===== config.mk =====
export PLATFORM = sky130hd
export DESIGN_NAME = mfp_out
export DESIGN_NICKNAME = d
export VERILOG_FILES = /design/src/rtl/core/mfp_pkg.sv /design/src/rtl/core/mfp_out.sv
export SDC_FILE = /design/constraint.sdc
export NUM_CORES = 1
export LEC_CHECK = 0
export BUFFER_PORTS_ARGS = -buffer_cell sky130_fd_sc_hd__buf_2
export CAP_MARGIN = 20
export CORE_MARGIN = 2
export CORE_UTILIZATION = 30
export CTS_CLUSTER_SIZE = 30
export DETAILED_ROUTE_END_ITERATION = 8
export SLEW_MARGIN = 15
export SYNTH_ARGS = -nofsm -noshare
export SYNTH_HDL_FRONTEND = slang
export SYNTH_SLANG_ARGS = --single-unit

===== constraint.sdc =====
create_clock -name clk -period 0.8 [get_ports clk]
set_clock_uncertainty 0.15 [all_clocks]
set_input_delay 0 -clock clk [delete_from_list [all_inputs] [get_ports clk]]
set_output_delay 0 -clock clk [all_outputs]
set_load 0.005 [all_outputs]

===== src/rtl/core/mfp_pkg.sv =====
// ----------------------------------------------------------------------------
// Metering frame parser package
// Shared widths, codes, record types and helper functions of the parser.
// ----------------------------------------------------------------------------
package mfp_pkg;

    localparam int FRAME_BYTES    = 35;
    localparam int GAIN_FRAC_BITS = 16;

    localparam int POS_W      = 6;
    localparam int BYTE_W     = 8;
    localparam int RAW_W      = 24;
    localparam int GAIN_W     = 24;
    localparam int VAL_W      = 32;
    localparam int PROD_W     = RAW_W + GAIN_W;
    localparam int CNT_W      = 8;
    localparam int STATUS_W   = 2;
    localparam int CFG_IDX_W  = 3;
    localparam int CFG_DATA_W = 24;
    localparam int FIELD_LANES = RAW_W / BYTE_W;

    // Result data: four values, two flags and the count, padded to whole bytes.
    localparam int OUT_BITS   = 4 * VAL_W + 2 + CNT_W;
    localparam int OUT_DATA_W = ((OUT_BITS + 7) / 8) * 8;

    localparam logic [POS_W-1:0] FRAME_POS = POS_W'(FRAME_BYTES);
    localparam logic [POS_W-1:0] CHECK_POS = POS_W'(FRAME_BYTES - 1);
    localparam logic [POS_W-1:0] CUR_POS   = POS_W'(4);
    localparam logic [POS_W-1:0] VOLT_POS  = POS_W'(10);
    localparam logic [POS_W-1:0] PWR_POS   = POS_W'(16);
    localparam logic [POS_W-1:0] ENGY_POS  = POS_W'(22);

    localparam logic OP_BYTE    = 1'b0;
    localparam logic OP_TIMEOUT = 1'b1;

    localparam logic [STATUS_W-1:0] ST_OK       = 2'd0;
    localparam logic [STATUS_W-1:0] ST_SHORT    = 2'd1;
    localparam logic [STATUS_W-1:0] ST_CHECKSUM = 2'd2;
    localparam logic [STATUS_W-1:0] ST_TIMEOUT  = 2'd3;

    localparam logic [CFG_IDX_W-1:0] REG_SEED      = 3'd0;
    localparam logic [CFG_IDX_W-1:0] REG_V_GAIN    = 3'd1;
    localparam logic [CFG_IDX_W-1:0] REG_C_GAIN    = 3'd2;
    localparam logic [CFG_IDX_W-1:0] REG_P_GAIN    = 3'd3;
    localparam logic [CFG_IDX_W-1:0] REG_E_GAIN    = 3'd4;
    localparam logic [CFG_IDX_W-1:0] REG_THRESHOLD = 3'd5;

    localparam logic [BYTE_W-1:0] SEED_RESET   = 8'd88;
    localparam logic [GAIN_W-1:0] GAIN_RESET   = 24'd65536;
    localparam logic [CNT_W-1:0]  THRESH_RESET = 8'd3;
    localparam logic [CNT_W-1:0]  COUNT_MAX    = 8'hFF;

    typedef struct packed {
        logic [BYTE_W-1:0] seed;
        logic [GAIN_W-1:0] v_gain;
        logic [GAIN_W-1:0] c_gain;
        logic [GAIN_W-1:0] p_gain;
        logic [GAIN_W-1:0] e_gain;
        logic [CNT_W-1:0]  threshold;
    } cfg_t;

    typedef struct packed {
        logic [STATUS_W-1:0] status;
        logic [RAW_W-1:0]    voltage;
        logic [RAW_W-1:0]    current;
        logic [RAW_W-1:0]    power;
        logic [RAW_W-1:0]    energy;
        logic                fault_raised;
        logic                fault_cleared;
        logic [CNT_W-1:0]    error_count;
    } judged_t;

    typedef struct packed {
        logic [STATUS_W-1:0] status;
        logic [PROD_W-1:0]   voltage;
        logic [PROD_W-1:0]   current;
        logic [PROD_W-1:0]   power;
        logic [PROD_W-1:0]   energy;
        logic                fault_raised;
        logic                fault_cleared;
        logic [CNT_W-1:0]    error_count;
    } product_t;

    // Replace the byte lane of a little-endian field that the position selects.
    function automatic logic [RAW_W-1:0] put_byte(input logic [RAW_W-1:0]  field,
                                                  input logic [POS_W-1:0]  pos,
                                                  input logic [POS_W-1:0]  base,
                                                  input logic [BYTE_W-1:0] data);
        logic [RAW_W-1:0] res;
        res = field;
        for (int lane = 0; lane < FIELD_LANES; lane++)
        begin
            if (pos == base + POS_W'(lane))
            begin
                res[lane*BYTE_W +: BYTE_W] = data;
            end
        end
        return res;
    endfunction

    // Drop the fraction bits and clamp anything that does not fit the result.
    function automatic logic [VAL_W-1:0] scale_sat(input logic [PROD_W-1:0] prod);
        logic [PROD_W-1:0] shifted;
        shifted = prod >> GAIN_FRAC_BITS;
        if (|shifted[PROD_W-1:VAL_W])
        begin
            return {VAL_W{1'b1}};
        end
        return shifted[VAL_W-1:0];
    endfunction

endpackage


===== src/rtl/core/mfp_out.sv =====
// ----------------------------------------------------------------------------
// Result stage
// Truncates and clamps the products, holds the last good values and drives
// the result register of the output stream.
// ----------------------------------------------------------------------------
module mfp_out (
    input  logic                           clk,
    input  logic                           rst_n,
    input  logic                           prod_valid,
    input  mfp_pkg::product_t              prod,
    input  logic                           stage_free,
    output logic                           out_valid,
    output logic [mfp_pkg::OUT_DATA_W-1:0] out_data,
    output logic [mfp_pkg::STATUS_W-1:0]   out_status
);
    import mfp_pkg::*;

    logic [VAL_W-1:0]    voltage_reg;
    logic [VAL_W-1:0]    current_reg;
    logic [VAL_W-1:0]    power_reg;
    logic [VAL_W-1:0]    energy_reg;
    logic                out_valid_reg;
    logic [STATUS_W-1:0] status_reg;
    logic                raised_reg;
    logic                cleared_reg;
    logic [CNT_W-1:0]    count_reg;
    logic                load;

    assign load = stage_free && prod_valid;

    // The scaled values are block state: only a good frame replaces them.
    always_ff @(posedge clk or negedge rst_n)
    begin
        if (!rst_n)
        begin
            voltage_reg   <= '0;
            current_reg   <= '0;
            power_reg     <= '0;
            energy_reg    <= '0;
            out_valid_reg <= 1'b0;
        end
        else
        begin
            if (stage_free)
            begin
                out_valid_reg <= prod_valid;
            end
            if (load && prod.status == ST_OK)
            begin
                voltage_reg <= scale_sat(prod.voltage);
                current_reg <= scale_sat(prod.current);
                power_reg   <= scale_sat(prod.power);
                energy_reg  <= scale_sat(prod.energy);
            end
        end
    end

    always_ff @(posedge clk)
    begin
        if (load)
        begin
            status_reg  <= prod.status;
            raised_reg  <= prod.fault_raised;
            cleared_reg <= prod.fault_cleared;
            count_reg   <= prod.error_count;
        end
    end

    assign out_valid  = out_valid_reg;
    assign out_status = status_reg;
    assign out_data   = {(OUT_DATA_W - OUT_BITS)'(0), count_reg, cleared_reg, raised_reg,
                         energy_reg, power_reg, current_reg, voltage_reg};

endmodule


==> flow_summary_export.csv <==
group,metric,value,unit
run_status,status,"finished, violations left",
run_status,violations,"negative hold slack, negative setup slack",
timing,hold_slack,-0.202,ns
logic_synthesis,yosysUniqueCellTypes,12,
logic_synthesis,synth.top_cell.area_share,0.560,
cells_and_area,fin_util,0.615,
logic_synthesis,syn_inst,295,
worst_setup_path,endpoint_kind,"primary output",
detailed_routing,drc,0,
pwr,p_int,20.4,mW
pwr,clockPowerShare,0.313,
worst_setup_path,crit_type,"flip-flop to primary output",
logic_synthesis,synth_top_cell_by_area,"dfrtp_1",
timing,rsz0062_at_grt,"true",
detailed_routing,dr_total_vias,4805,
pwr,p_sw_frac,0.242,
logic_synthesis,syn_area_per_cell,19.5,µm²
cts,cts_hold_buf,141,
die,die-width,143,µm
pwr,cellPowerDensity,2330,nW/µm²
cts,htreeDepth,4,
timing,fmax,845,MHz
worst_setup_path,required,0.65,ns
logic_synthesis,yosys_warnings,0,
die,boundaryPins,355,
timing,period_needed,1.18,ns
timing,slew_viol_final,0,
pwr,peakVddDrop,1.34,mV
cts,numCtsBuffers,17,
grt,grt_overflow_total,0,
pwr,power.switching,6.51,mW
cts,cts_buffer_depth,2,
grt,grt_pass1_wl,28600,µm
grt,grt_max_degree,71,
die,start_util,0.307,
logic_synthesis,synth_area_leaders,"dfrtp_1 (56%), mux2_4 (26%), edfxtp_1 (6.3%), mux2_2 (5.3%), buf_12 (3.8%)",
logic_synthesis,synth-seq-cells,141,
die,die_area,20300,µm²
die,rows,50,
placement,io_buffers,284,
grt,grtUsageTotal,0.183,
cells_and_area,syn_to_final_growth,100,%
worst_setup_path,startpoint_type,"flip-flop",
timing,report.final.setup_viol,270,
worst_setup_path,crit_family,"flip-flops",
timing,fin_crit_sh,1.48,
cts,cts_sinks,141,
worst_setup_path,cp_num_buf_inv,2,
cts,clk_pin_slew_worst_paths,0.06,ns
worst_setup_path,worstPathCellList,"buf_6, buf_6",
logic_synthesis,ys_seq_area_frac,0.623,
cells_and_area,nFillCells,1302,
worst_setup_path,cp_slowest_cell,"dfrtp_1",
worst_setup_path,crit_fanout,2,
hold_path,min_path_type,"input port to flip-flop",
pwr,power_frac_comb,0.324,
detailed_routing,wl_per_cell,17.1,µm
worst_setup_path,crit_path_max_incr_delay,0.41,ns
detailed_routing,dr.pass1.iters,6,
pwr,p_seq_frac,0.363,
die,core-area,18800,µm²
flow_run,maxCapViolCount,0,
pwr,p_leak,5.71,nW
cts,cts_tree,"done",
grt,antenna_found_initial,1,
detailed_routing,wirelength,19400,µm
detailed_routing,antenna_left,0,
cells_and_area,finish.instance_area,11500,µm²
grt,first_global_vias,5532,
cells_and_area,drive_above_1_share,0.676,
logic_synthesis,synth_area,5760,µm²
detailed_routing,drt-initial-drc-count,99,
timing,setup_slack,-0.384,ns
cts,clk_latency,0.40,ns
die,fp.dieH,143,µm
placement,place_hpwl,10200,µm
placement,placed_area,7800,µm²
detailed_routing,viasPerCell,4.23,
cts,root_buffer,"clkbuf_16",
timing,final-hold-violation-count,1,
worst_setup_path,crit_top_cell,"buf_6",
placement,place.gp.congestion,0.765,
cells_and_area,finalNetCount,1095,
worst_setup_path,arrival,1.03,ns
==> metal layers <==
layer,vias to the layer above,global-route usage,share of wire
met5,-,0,0
met4,0,0.0631,0.029
met3,37,0.0469,0.047
met2,186,0.353,0.56
met1,2369,0.191,0.36
li1,2213,-,-
==> repair_timing <==
action,4_1_cts,5_1_grt
setup endpoints to repair,270,270
pin swaps,1,1
cloned,6,0
buffers inserted,74,34
endpoints found under the hold margin,270,1
resized for setup,153,60
==> power by group through the flow <==
stage | Combinational [mW] | Sequential (mW) | Clock, mW
after floorplan | 2.13 | 9.69 | 0
after detailed placement | 5.21 | 9.61 | 0
final | 8.72 | 9.76 | 8.44
after global placement | 5.08 | 9.59 | 0
after global routing | 9.23 | 9.91 | 9.07
after CTS | 7.86 | 9.57 | 8.62
==> logic make-up (layout without fill, tap and decap cells) <==
| logic type | after synthesis | count (layout) | synth area share |
|---|---|---|---|
| multiplexers | 129 | 129 | 0.317 |
| AND/OR/NAND/NOR | 2 | 2 | 0.00391 |
| other | 1 | 7 | 0.000651 |
| flip-flops | 141 | 141 | 0.623 |
| buffers and inverters | 22 | 622 | 0.0558 |
==> layout make-up <==
class | count | area [µm²] | area share
diodes | 1 | 2.50 | 0.000217
clock buffers | 23 | 468 | 0.0406
clock inverters | 9 | 160 | 0.0139
multi-input cells | 137 | 1970 | 0.171
flip-flops and latches | 141 | 3590 | 0.311
well taps | 234 | 293 | 0.0254
repair buffers | 590 | 5050 | 0.438
==> worst register-to-register path, cell delays in order (launching register included) <==
cell     delay (ns)
dfrtp_1        0.40
buf_4          0.14
mux2_4         0.27
==> cell usage after synthesis <==
cell type / number
dfrtp_1: 129
buf_8: 2
and4bb_4: 1
mux2_4: 100
edfxtp_1: 12
mux2_2: 27
mux2_1: 2
conb_1: 1
and2_1: 1
buf_12: 11
buf_4: 8
buf_6: 1
==> path summary, 6_finish.rpt <==
path                                                     to  slack [ns]  cells past startpoint                        start
worst max-delay path                           out_data[81]       -0.38                      2    power_reg[17]$_DFFE_PN0P_
worst min-delay path                  out_valid$_DFFE_PN0P_       -0.20                      3                   prod_valid
worst max register to register    energy_reg[8]$_DFFE_PN0P_       -0.27                      2    energy_reg[8]$_DFFE_PN0P_
worst min register to register  voltage_reg[29]$_DFFE_PN0P_        0.36                      1  voltage_reg[29]$_DFFE_PN0P_
max in group asynchronous          power_reg[6]$_DFFE_PN0P_        0.13                      3                        rst_n
min in group asynchronous        voltage_reg[9]$_DFFE_PN0P_        0.02                      3                        rst_n
==> cell usage in the layout (no fill, tap or decap), types with 2 or more instances in the layout <==
master / netlist / final
buf_16: 0 / 3
buf_8: 2 / 12
bufinv_16: 0 / 4
dfrtp_1: 129 / 129
conb_1: 1 / 6
edfxtp_1: 12 / 12
buf_2: 0 / 242
clkinv_4: 0 / 4
clkbuf_1: 0 / 4
buf_4: 8 / 31
buf_12: 11 / 14
clkbuf_8: 0 / 2
clkbuf_16: 0 / 17
mux2_4: 100 / 125
dlygate4sd3_1: 0 / 141
mux2_2: 27 / 4
buf_6: 1 / 147
==> per-stage QoR <==
| step | setup TNS (ns) | power, mW | setup WS, ns | cells |
|---|---|---|---|---|
| global placement | -77.38 | 14.7 | -0.636 | 864 |
| CTS | -74.42 | 26.1 | -0.396 | 1114 |
| finish | -71.82 | 26.9 | -0.384 | 1135 |
| detailed placement | -80.78 | 14.8 | -0.667 | 864 |
| global route | -79.98 | 28.2 | -0.445 | 1135 |
| floorplan | -53.09 | 11.8 | -0.425 | 300 |
No activity file was read; power rests on OpenSTA's default activity.
