<file path="config.mk">
export PLATFORM = sky130hd
export DESIGN_NAME = mfp_frame
export DESIGN_NICKNAME = d
export VERILOG_FILES = /design/src/rtl/core/mfp_pkg.sv /design/src/rtl/core/mfp_frame.sv
export SDC_FILE = /design/constraint.sdc
export NUM_CORES = 1
export LEC_CHECK = 0
export ABC_AREA = 0
export BUFFER_PORTS_ARGS = -buffer_cell sky130_fd_sc_hd__buf_2
export CELL_PAD_IN_SITES_DETAIL_PLACEMENT = 0
export CELL_PAD_IN_SITES_GLOBAL_PLACEMENT = 2
export CORE_MARGIN = 3
export CORE_UTILIZATION = 33
export DETAILED_ROUTE_END_ITERATION = 16
export GPL_TIMING_DRIVEN = 0
export PLACE_DENSITY_LB_ADDON = 0.1
export SYNTH_ARGS = -nofsm -noshare
export SYNTH_HDL_FRONTEND = slang
export SYNTH_SLANG_ARGS = --single-unit
</file>
<file path="constraint.sdc">
create_clock -name clk -period 4.3 [get_ports clk]
set_input_delay 0.215 -clock clk [delete_from_list [all_inputs] [get_ports clk]]
set_output_delay 0.215 -clock clk [all_outputs]
set_load 0.02 [all_outputs]
</file>
<file path="src/rtl/core/mfp_pkg.sv">
// ----------------------------------------------------------------------------
// Metering frame parser package
// Shared widths, codes, record types and helper functions of the parser.
// ----------------------------------------------------------------------------
package mfp_pkg;

    localparam int FRAME_BYTES    = 35;
    localparam int GAIN_FRAC_BITS = 16;

    localparam int POS_W      = 6;
    localparam int BYTE_W     = 8;
    localparam int RAW_W      = 24;
    localparam int GAIN_W     = 24;
    localparam int VAL_W      = 32;
    localparam int PROD_W     = RAW_W + GAIN_W;
    localparam int CNT_W      = 8;
    localparam int STATUS_W   = 2;
    localparam int CFG_IDX_W  = 3;
    localparam int CFG_DATA_W = 24;
    localparam int FIELD_LANES = RAW_W / BYTE_W;

    // Result data: four values, two flags and the count, padded to whole bytes.
    localparam int OUT_BITS   = 4 * VAL_W + 2 + CNT_W;
    localparam int OUT_DATA_W = ((OUT_BITS + 7) / 8) * 8;

    localparam logic [POS_W-1:0] FRAME_POS = POS_W'(FRAME_BYTES);
    localparam logic [POS_W-1:0] CHECK_POS = POS_W'(FRAME_BYTES - 1);
    localparam logic [POS_W-1:0] CUR_POS   = POS_W'(4);
    localparam logic [POS_W-1:0] VOLT_POS  = POS_W'(10);
    localparam logic [POS_W-1:0] PWR_POS   = POS_W'(16);
    localparam logic [POS_W-1:0] ENGY_POS  = POS_W'(22);

    localparam logic OP_BYTE    = 1'b0;
    localparam logic OP_TIMEOUT = 1'b1;

    localparam logic [STATUS_W-1:0] ST_OK       = 2'd0;
    localparam logic [STATUS_W-1:0] ST_SHORT    = 2'd1;
    localparam logic [STATUS_W-1:0] ST_CHECKSUM = 2'd2;
    localparam logic [STATUS_W-1:0] ST_TIMEOUT  = 2'd3;

    localparam logic [CFG_IDX_W-1:0] REG_SEED      = 3'd0;
    localparam logic [CFG_IDX_W-1:0] REG_V_GAIN    = 3'd1;
    localparam logic [CFG_IDX_W-1:0] REG_C_GAIN    = 3'd2;
    localparam logic [CFG_IDX_W-1:0] REG_P_GAIN    = 3'd3;
    localparam logic [CFG_IDX_W-1:0] REG_E_GAIN    = 3'd4;
    localparam logic [CFG_IDX_W-1:0] REG_THRESHOLD = 3'd5;

    localparam logic [BYTE_W-1:0] SEED_RESET   = 8'd88;
    localparam logic [GAIN_W-1:0] GAIN_RESET   = 24'd65536;
    localparam logic [CNT_W-1:0]  THRESH_RESET = 8'd3;
    localparam logic [CNT_W-1:0]  COUNT_MAX    = 8'hFF;

    typedef struct packed {
        logic [BYTE_W-1:0] seed;
        logic [GAIN_W-1:0] v_gain;
        logic [GAIN_W-1:0] c_gain;
        logic [GAIN_W-1:0] p_gain;
        logic [GAIN_W-1:0] e_gain;
        logic [CNT_W-1:0]  threshold;
    } cfg_t;

    typedef struct packed {
        logic [STATUS_W-1:0] status;
        logic [RAW_W-1:0]    voltage;
        logic [RAW_W-1:0]    current;
        logic [RAW_W-1:0]    power;
        logic [RAW_W-1:0]    energy;
        logic                fault_raised;
        logic                fault_cleared;
        logic [CNT_W-1:0]    error_count;
    } judged_t;

    typedef struct packed {
        logic [STATUS_W-1:0] status;
        logic [PROD_W-1:0]   voltage;
        logic [PROD_W-1:0]   current;
        logic [PROD_W-1:0]   power;
        logic [PROD_W-1:0]   energy;
        logic                fault_raised;
        logic                fault_cleared;
        logic [CNT_W-1:0]    error_count;
    } product_t;

    // Replace the byte lane of a little-endian field that the position selects.
    function automatic logic [RAW_W-1:0] put_byte(input logic [RAW_W-1:0]  field,
                                                  input logic [POS_W-1:0]  pos,
                                                  input logic [POS_W-1:0]  base,
                                                  input logic [BYTE_W-1:0] data);
        logic [RAW_W-1:0] res;
        res = field;
        for (int lane = 0; lane < FIELD_LANES; lane++)
        begin
            if (pos == base + POS_W'(lane))
            begin
                res[lane*BYTE_W +: BYTE_W] = data;
            end
        end
        return res;
    endfunction

    // Drop the fraction bits and clamp anything that does not fit the result.
    function automatic logic [VAL_W-1:0] scale_sat(input logic [PROD_W-1:0] prod);
        logic [PROD_W-1:0] shifted;
        shifted = prod >> GAIN_FRAC_BITS;
        if (|shifted[PROD_W-1:VAL_W])
        begin
            return {VAL_W{1'b1}};
        end
        return shifted[VAL_W-1:0];
    endfunction

endpackage

</file>
<file path="src/rtl/core/mfp_frame.sv">
// ----------------------------------------------------------------------------
// Frame tracker
// Follows the byte position, running sum and field capture of one frame,
// judges the frame or a timeout and keeps the consecutive error count.
// ----------------------------------------------------------------------------
module mfp_frame (
    input  logic                        clk,
    input  logic                        rst_n,
    input  logic                        item_accept,
    input  logic                        opcode,
    input  logic [mfp_pkg::BYTE_W-1:0]  rx_byte,
    input  logic                        frame_end,
    input  mfp_pkg::cfg_t               cfg,
    input  logic                        next_free,
    output logic                        rec_valid,
    output mfp_pkg::judged_t            rec
);
    import mfp_pkg::*;

    logic [POS_W-1:0]  pos_reg;
    logic [BYTE_W-1:0] sum_reg;
    logic [BYTE_W-1:0] check_reg;
    logic [RAW_W-1:0]  raw_current_reg;
    logic [RAW_W-1:0]  raw_voltage_reg;
    logic [RAW_W-1:0]  raw_power_reg;
    logic [RAW_W-1:0]  raw_energy_reg;
    logic [CNT_W-1:0]  cnt_reg;
    logic              rec_valid_reg;
    judged_t           rec_reg;

    logic [POS_W-1:0]    pos_inc;
    logic [BYTE_W-1:0]   sum_add;
    logic [BYTE_W-1:0]   check_upd;
    logic [BYTE_W-1:0]   sum_seed;
    logic [RAW_W-1:0]    pw_mag;
    logic [CNT_W-1:0]    cnt_plus;
    logic                cnt_sat;
    logic                produces;
    logic [STATUS_W-1:0] status_next;
    logic                raised_next;
    logic                cleared_next;
    logic [CNT_W-1:0]    cnt_next;
    judged_t             rec_next;

    always_comb
    begin
        pos_inc   = (pos_reg < FRAME_POS) ? pos_reg + POS_W'(1) : pos_reg;
        sum_add   = (pos_reg < CHECK_POS) ? sum_reg + rx_byte : sum_reg;
        check_upd = (pos_reg == CHECK_POS) ? rx_byte : check_reg;
        sum_seed  = cfg.seed + sum_add;
        pw_mag    = raw_power_reg[RAW_W-1] ? (~raw_power_reg + RAW_W'(1)) : raw_power_reg;
        cnt_sat   = (cnt_reg == COUNT_MAX);
        cnt_plus  = cnt_reg + CNT_W'(1);
        produces  = (opcode == OP_TIMEOUT) || frame_end;
    end

    // Judgment: timeout first, then length, then checksum; every error bumps the count until it saturates.
    always_comb
    begin
        cleared_next = 1'b0;
        if (opcode == OP_TIMEOUT)
        begin
            status_next = ST_TIMEOUT;
        end
        else if (pos_inc < FRAME_POS)
        begin
            status_next = ST_SHORT;
        end
        else if (check_upd != ~sum_seed)
        begin
            status_next = ST_CHECKSUM;
        end
        else
        begin
            status_next = ST_OK;
        end

        if (status_next == ST_OK)
        begin
            raised_next  = 1'b0;
            cleared_next = (cnt_reg >= cfg.threshold);
            cnt_next     = '0;
        end
        else
        begin
            raised_next = !cnt_sat && (cnt_plus == cfg.threshold);
            cnt_next    = cnt_sat ? cnt_reg : cnt_plus;
        end

        rec_next.status        = status_next;
        rec_next.voltage       = raw_voltage_reg;
        rec_next.current       = raw_current_reg;
        rec_next.power         = pw_mag;
        rec_next.energy        = raw_energy_reg;
        rec_next.fault_raised  = raised_next;
        rec_next.fault_cleared = cleared_next;
        rec_next.error_count   = cnt_next;
    end

    always_ff @(posedge clk or negedge rst_n)
    begin
        if (!rst_n)
        begin
            pos_reg         <= '0;
            sum_reg         <= '0;
            check_reg       <= '0;
            raw_current_reg <= '0;
            raw_voltage_reg <= '0;
            raw_power_reg   <= '0;
            raw_energy_reg  <= '0;
            cnt_reg         <= '0;
            rec_valid_reg   <= 1'b0;
        end
        else
        begin
            if (item_accept)
            begin
                if (opcode == OP_BYTE)
                begin
                    check_reg       <= check_upd;
                    raw_current_reg <= put_byte(raw_current_reg, pos_reg, CUR_POS, rx_byte);
                    raw_voltage_reg <= put_byte(raw_voltage_reg, pos_reg, VOLT_POS, rx_byte);
                    raw_power_reg   <= put_byte(raw_power_reg, pos_reg, PWR_POS, rx_byte);
                    raw_energy_reg  <= put_byte(raw_energy_reg, pos_reg, ENGY_POS, rx_byte);
                end
                if (produces)
                begin
                    pos_reg <= '0;
                    sum_reg <= '0;
                    cnt_reg <= cnt_next;
                end
                else
                begin
                    pos_reg <= pos_inc;
                    sum_reg <= sum_add;
                end
            end

            if (item_accept && produces)
            begin
                rec_valid_reg <= 1'b1;
            end
            else if (next_free)
            begin
                rec_valid_reg <= 1'b0;
            end
        end
    end

    always_ff @(posedge clk)
    begin
        if (item_accept && produces)
        begin
            rec_reg <= rec_next;
        end
    end

    assign rec_valid = rec_valid_reg;
    assign rec       = rec_reg;

endmodule

</file>
==> results.json <==
{
  "status": "complete, no violations",
  "startpoint_type": "register",
  "gp_congestion": 0.743,
  "timing.final.ws_setup_ps": 203,
  "start_util_pct": 33.9,
  "ctsRootBufferMaster": "clkbuf_16",
  "postSynthCellCount": 740,
  "detail_route.wl_per_cell_um": 18.2,
  "r2r_slack_ps": 200,
  "synth_ff_type": "dfrtp_1",
  "cts_max_level": 1,
  "netlist_top_cells_area": "edfxtp_1 32%, dfrtp_1 31%, mux2_2 11%",
  "finalCriticalPeriod_ps": 4100,
  "ys_seq_area_share_pct": 62.8,
  "max_freq_ghz": 0.244,
  "drive_gt1_share_pct": 33.8,
  "synthArstFlopShare_pct": 54.0,
  "skew_ps": 21.7,
  "dp.cells": 1267,
  "largest_reg_flops": 108,
  "placed_area_um2": 11400,
  "relSlewSlack_pct": 25.9,
  "cts_tree": "done",
  "tightest_slew_ps": 1100,
  "drc": 0,
  "hold_ws_ps": 56.8,
  "fin_setup_tns_ps": 0,
  "holdPathEnd": "raw_voltage_reg[8]",
  "max_stage_delay_ps": 410,
  "grt_pass1_wl_um": 37700,
  "antenna_found_initial": 0,
  "yosysWarningCount": 0,
  "syn-num-nets": 897,
  "synth_common_cells": "127 x dfrtp_1, 108 x edfxtp_1, 97 x mux2_2",
  "clkSinkCount": 235,
  "worstPathArrival_ps": 4380,
  "dieHeight_um": 182,
  "nFillCells": 2847,
  "final_nets": 1079,
  "dpl.hpwl_um": 16200,
  "yosysTopAreaCellShare_pct": 31.7,
  "endpoint_kind": "register",
  "required_ps": 4580,
  "vias": 6382,
  "rows": 63,
  "ys_ff_latch": 235,
  "diodes": 0,
  "power.density_nw_per_um2": 449,
  "min_path_cells": 2,
  "syn_avg_cell_area_um2": 13.8,
  "multi_input_area_um2": 3650,
  "hold_path_startpoint": "rx_byte[0]",
  "drt_iter0_markers": 265,
  "crit_fanout": 5,
  "die_x_um": 182,
  "area_growth_pct": 22.7,
  "portBuffers": 136,
  "hp-class": "in2reg",
  "r2r_cells": 19,
  "yosysUniqueCellTypes": 58,
  "synth_largest_area_cell": "edfxtp_1",
  "grt_max_degree": 118,
  "synth_edf_count": 108,
  "yosysMostFrequentCell": "dfrtp_1",
  "slowest_stage": "a2111oi_4",
  "core_um2": 30100,
  "cts_made_buffers": 26,
  "period_share_pct": 95.3,
  "wl_um": 24300,
  "syn_area_um2": 10200,
  "clock_path_buffers": 3,
  "grt_pass1_vias": 6523,
  "path_clk_slew_ps": 60,
  "peakVddDrop_mv": 0.251,
  "die-area_um2": 33100,
  "clk-insertion-delay-late_ps": 540,
  "hold_viol": 0,
  "avgViaCountPerCell": 4.79,
  "fin_cells": 1332,
  "grt_overflow_total": 0,
  "criticalPathCategory": "reg2reg",
  "regArea_um2": 6420,
  "grt_usage_pct": 14.3,
  "ant_nets": 0,
  "setup_violations": 0,
  "r2r-end": "rec[5]",
  "final_area_um2": 12500,
  "cap_violations": 0,
  "worstPathCellList": "ha_2 -> inv_1 -> fa_2 -> nor2b_1 -> o21ai_1 -> nand2b_1 -> a21o_1 -> a21oi_1 -> xnor2_1 -> mux2_2 -> ha_1 -> or3_1 -> o21a_1 -> o21a_1 -> or3_4 -> a2111oi_4 -> buf_4 -> buf_6 -> a21oi_1",
  "p_leak_nw": 5.65,
  "dr.pass1.iters": 4,
  "dp_slack_ps": -948,
  "boundaryPins": 235,
  "reg2reg_from": "sum_reg[0]",
  "slew_violations": 0
}
-- worst max-delay path: cells and delay by family, from the launching register on --
kind / cells / cell delay (ps)
multiplexers: 1 / 270
XOR/XNOR: 1 / 140
buffers and inverters: 3 / 350
AND/OR/NAND/NOR: 4 / 970
adder cells (fa/ha/maj): 3 / 730
AO/OA/AOI/OAI: 7 / 1060
flip-flops: 1 / 350
-- placed cells by master (no fill, tap or decap), types with 15 or more instances in the layout --
cell type	n
nor2_1	23
edfxtp_1	108
xnor2_1	41
o21ai_0	38
clkbuf_1	26
buf_4	15
ha_1	25
nand2_1	37
a21oi_1	24
dfrtp_1	127
clkbuf_16	26
mux2_2	97
nand3_1	16
buf_2	138
inv_1	20
-- cell type report --
type,count,share of cell area (%)
plain buffers,30,1.28
clock buffers,33,5.56
clock inverters,15,1.40
inverters,22,0.659
multi-input cells,453,29.1
flip-flops and latches,235,51.2
well taps,390,3.89
repair buffers,154,6.86
-- layer usage --
layer	up-vias	track usage (%)	wire [um]
met5	-	0	0
met4	0	3.56	470
met3	40	2.66	1260
met2	140	23.4	11300
met1	3103	19.8	11300
li1	3099	-	-
-- cells by family (layout without fill, tap and decap cells) --
family	after synthesis	in the layout	synth area share, %
adders and majority gates	31	31	3.94
AOI/OAI and AO/OA	123	123	7.80
muxes	104	104	11.4
DFF	235	235	62.8
xor gates and xnor gates	49	49	4.20
buffers and inverters	52	254	2.14
and+or+nand+nor	146	146	7.71
-- worst max-delay path by stage --
stage | cells past startpoint | slack, ps | endpoint | from
finish | 19 | 200 | rec[5] | sum_reg[0]
global route | 18 | -10 | rec[7] | pos_reg[2]
CTS | 16 | 70 | rec[7] | pos_reg[2]
detailed placement | 16 | -950 | rec[5] | pos_reg[2]
global placement | 16 | -910 | rec[2] | pos_reg[2]
floorplan | 16 | 100 | rec[5] | pos_reg[2]
-- stage by stage --
step | power (mW) | util, %
floorplan | 3.15 | -
global placement | 3.39 | 37.8
detailed placement | 3.40 | 38.0
CTS | 5.68 | 41.1
global route | 5.90 | 41.6
finish | 5.63 | 41.6
-- timing repair --
item / 4_1_cts / 5_1_grt
pin swaps: 2 / 7
gates cloned: 0 / 1
setup endpoints to repair: 19 / 18
endpoints found under the hold margin: 68 / 0
setup buffers: 4 / 10
gates resized for setup: 5 / 18
hold buffers: 2 / 0
-- report_power, final --
part / internal [mW] / switching, mW
combinational: 0.352 / 0.500
sequential: 2.47 / 0.0617
clock: 1.33 / 0.907
(Power assumes the default switching activity.)
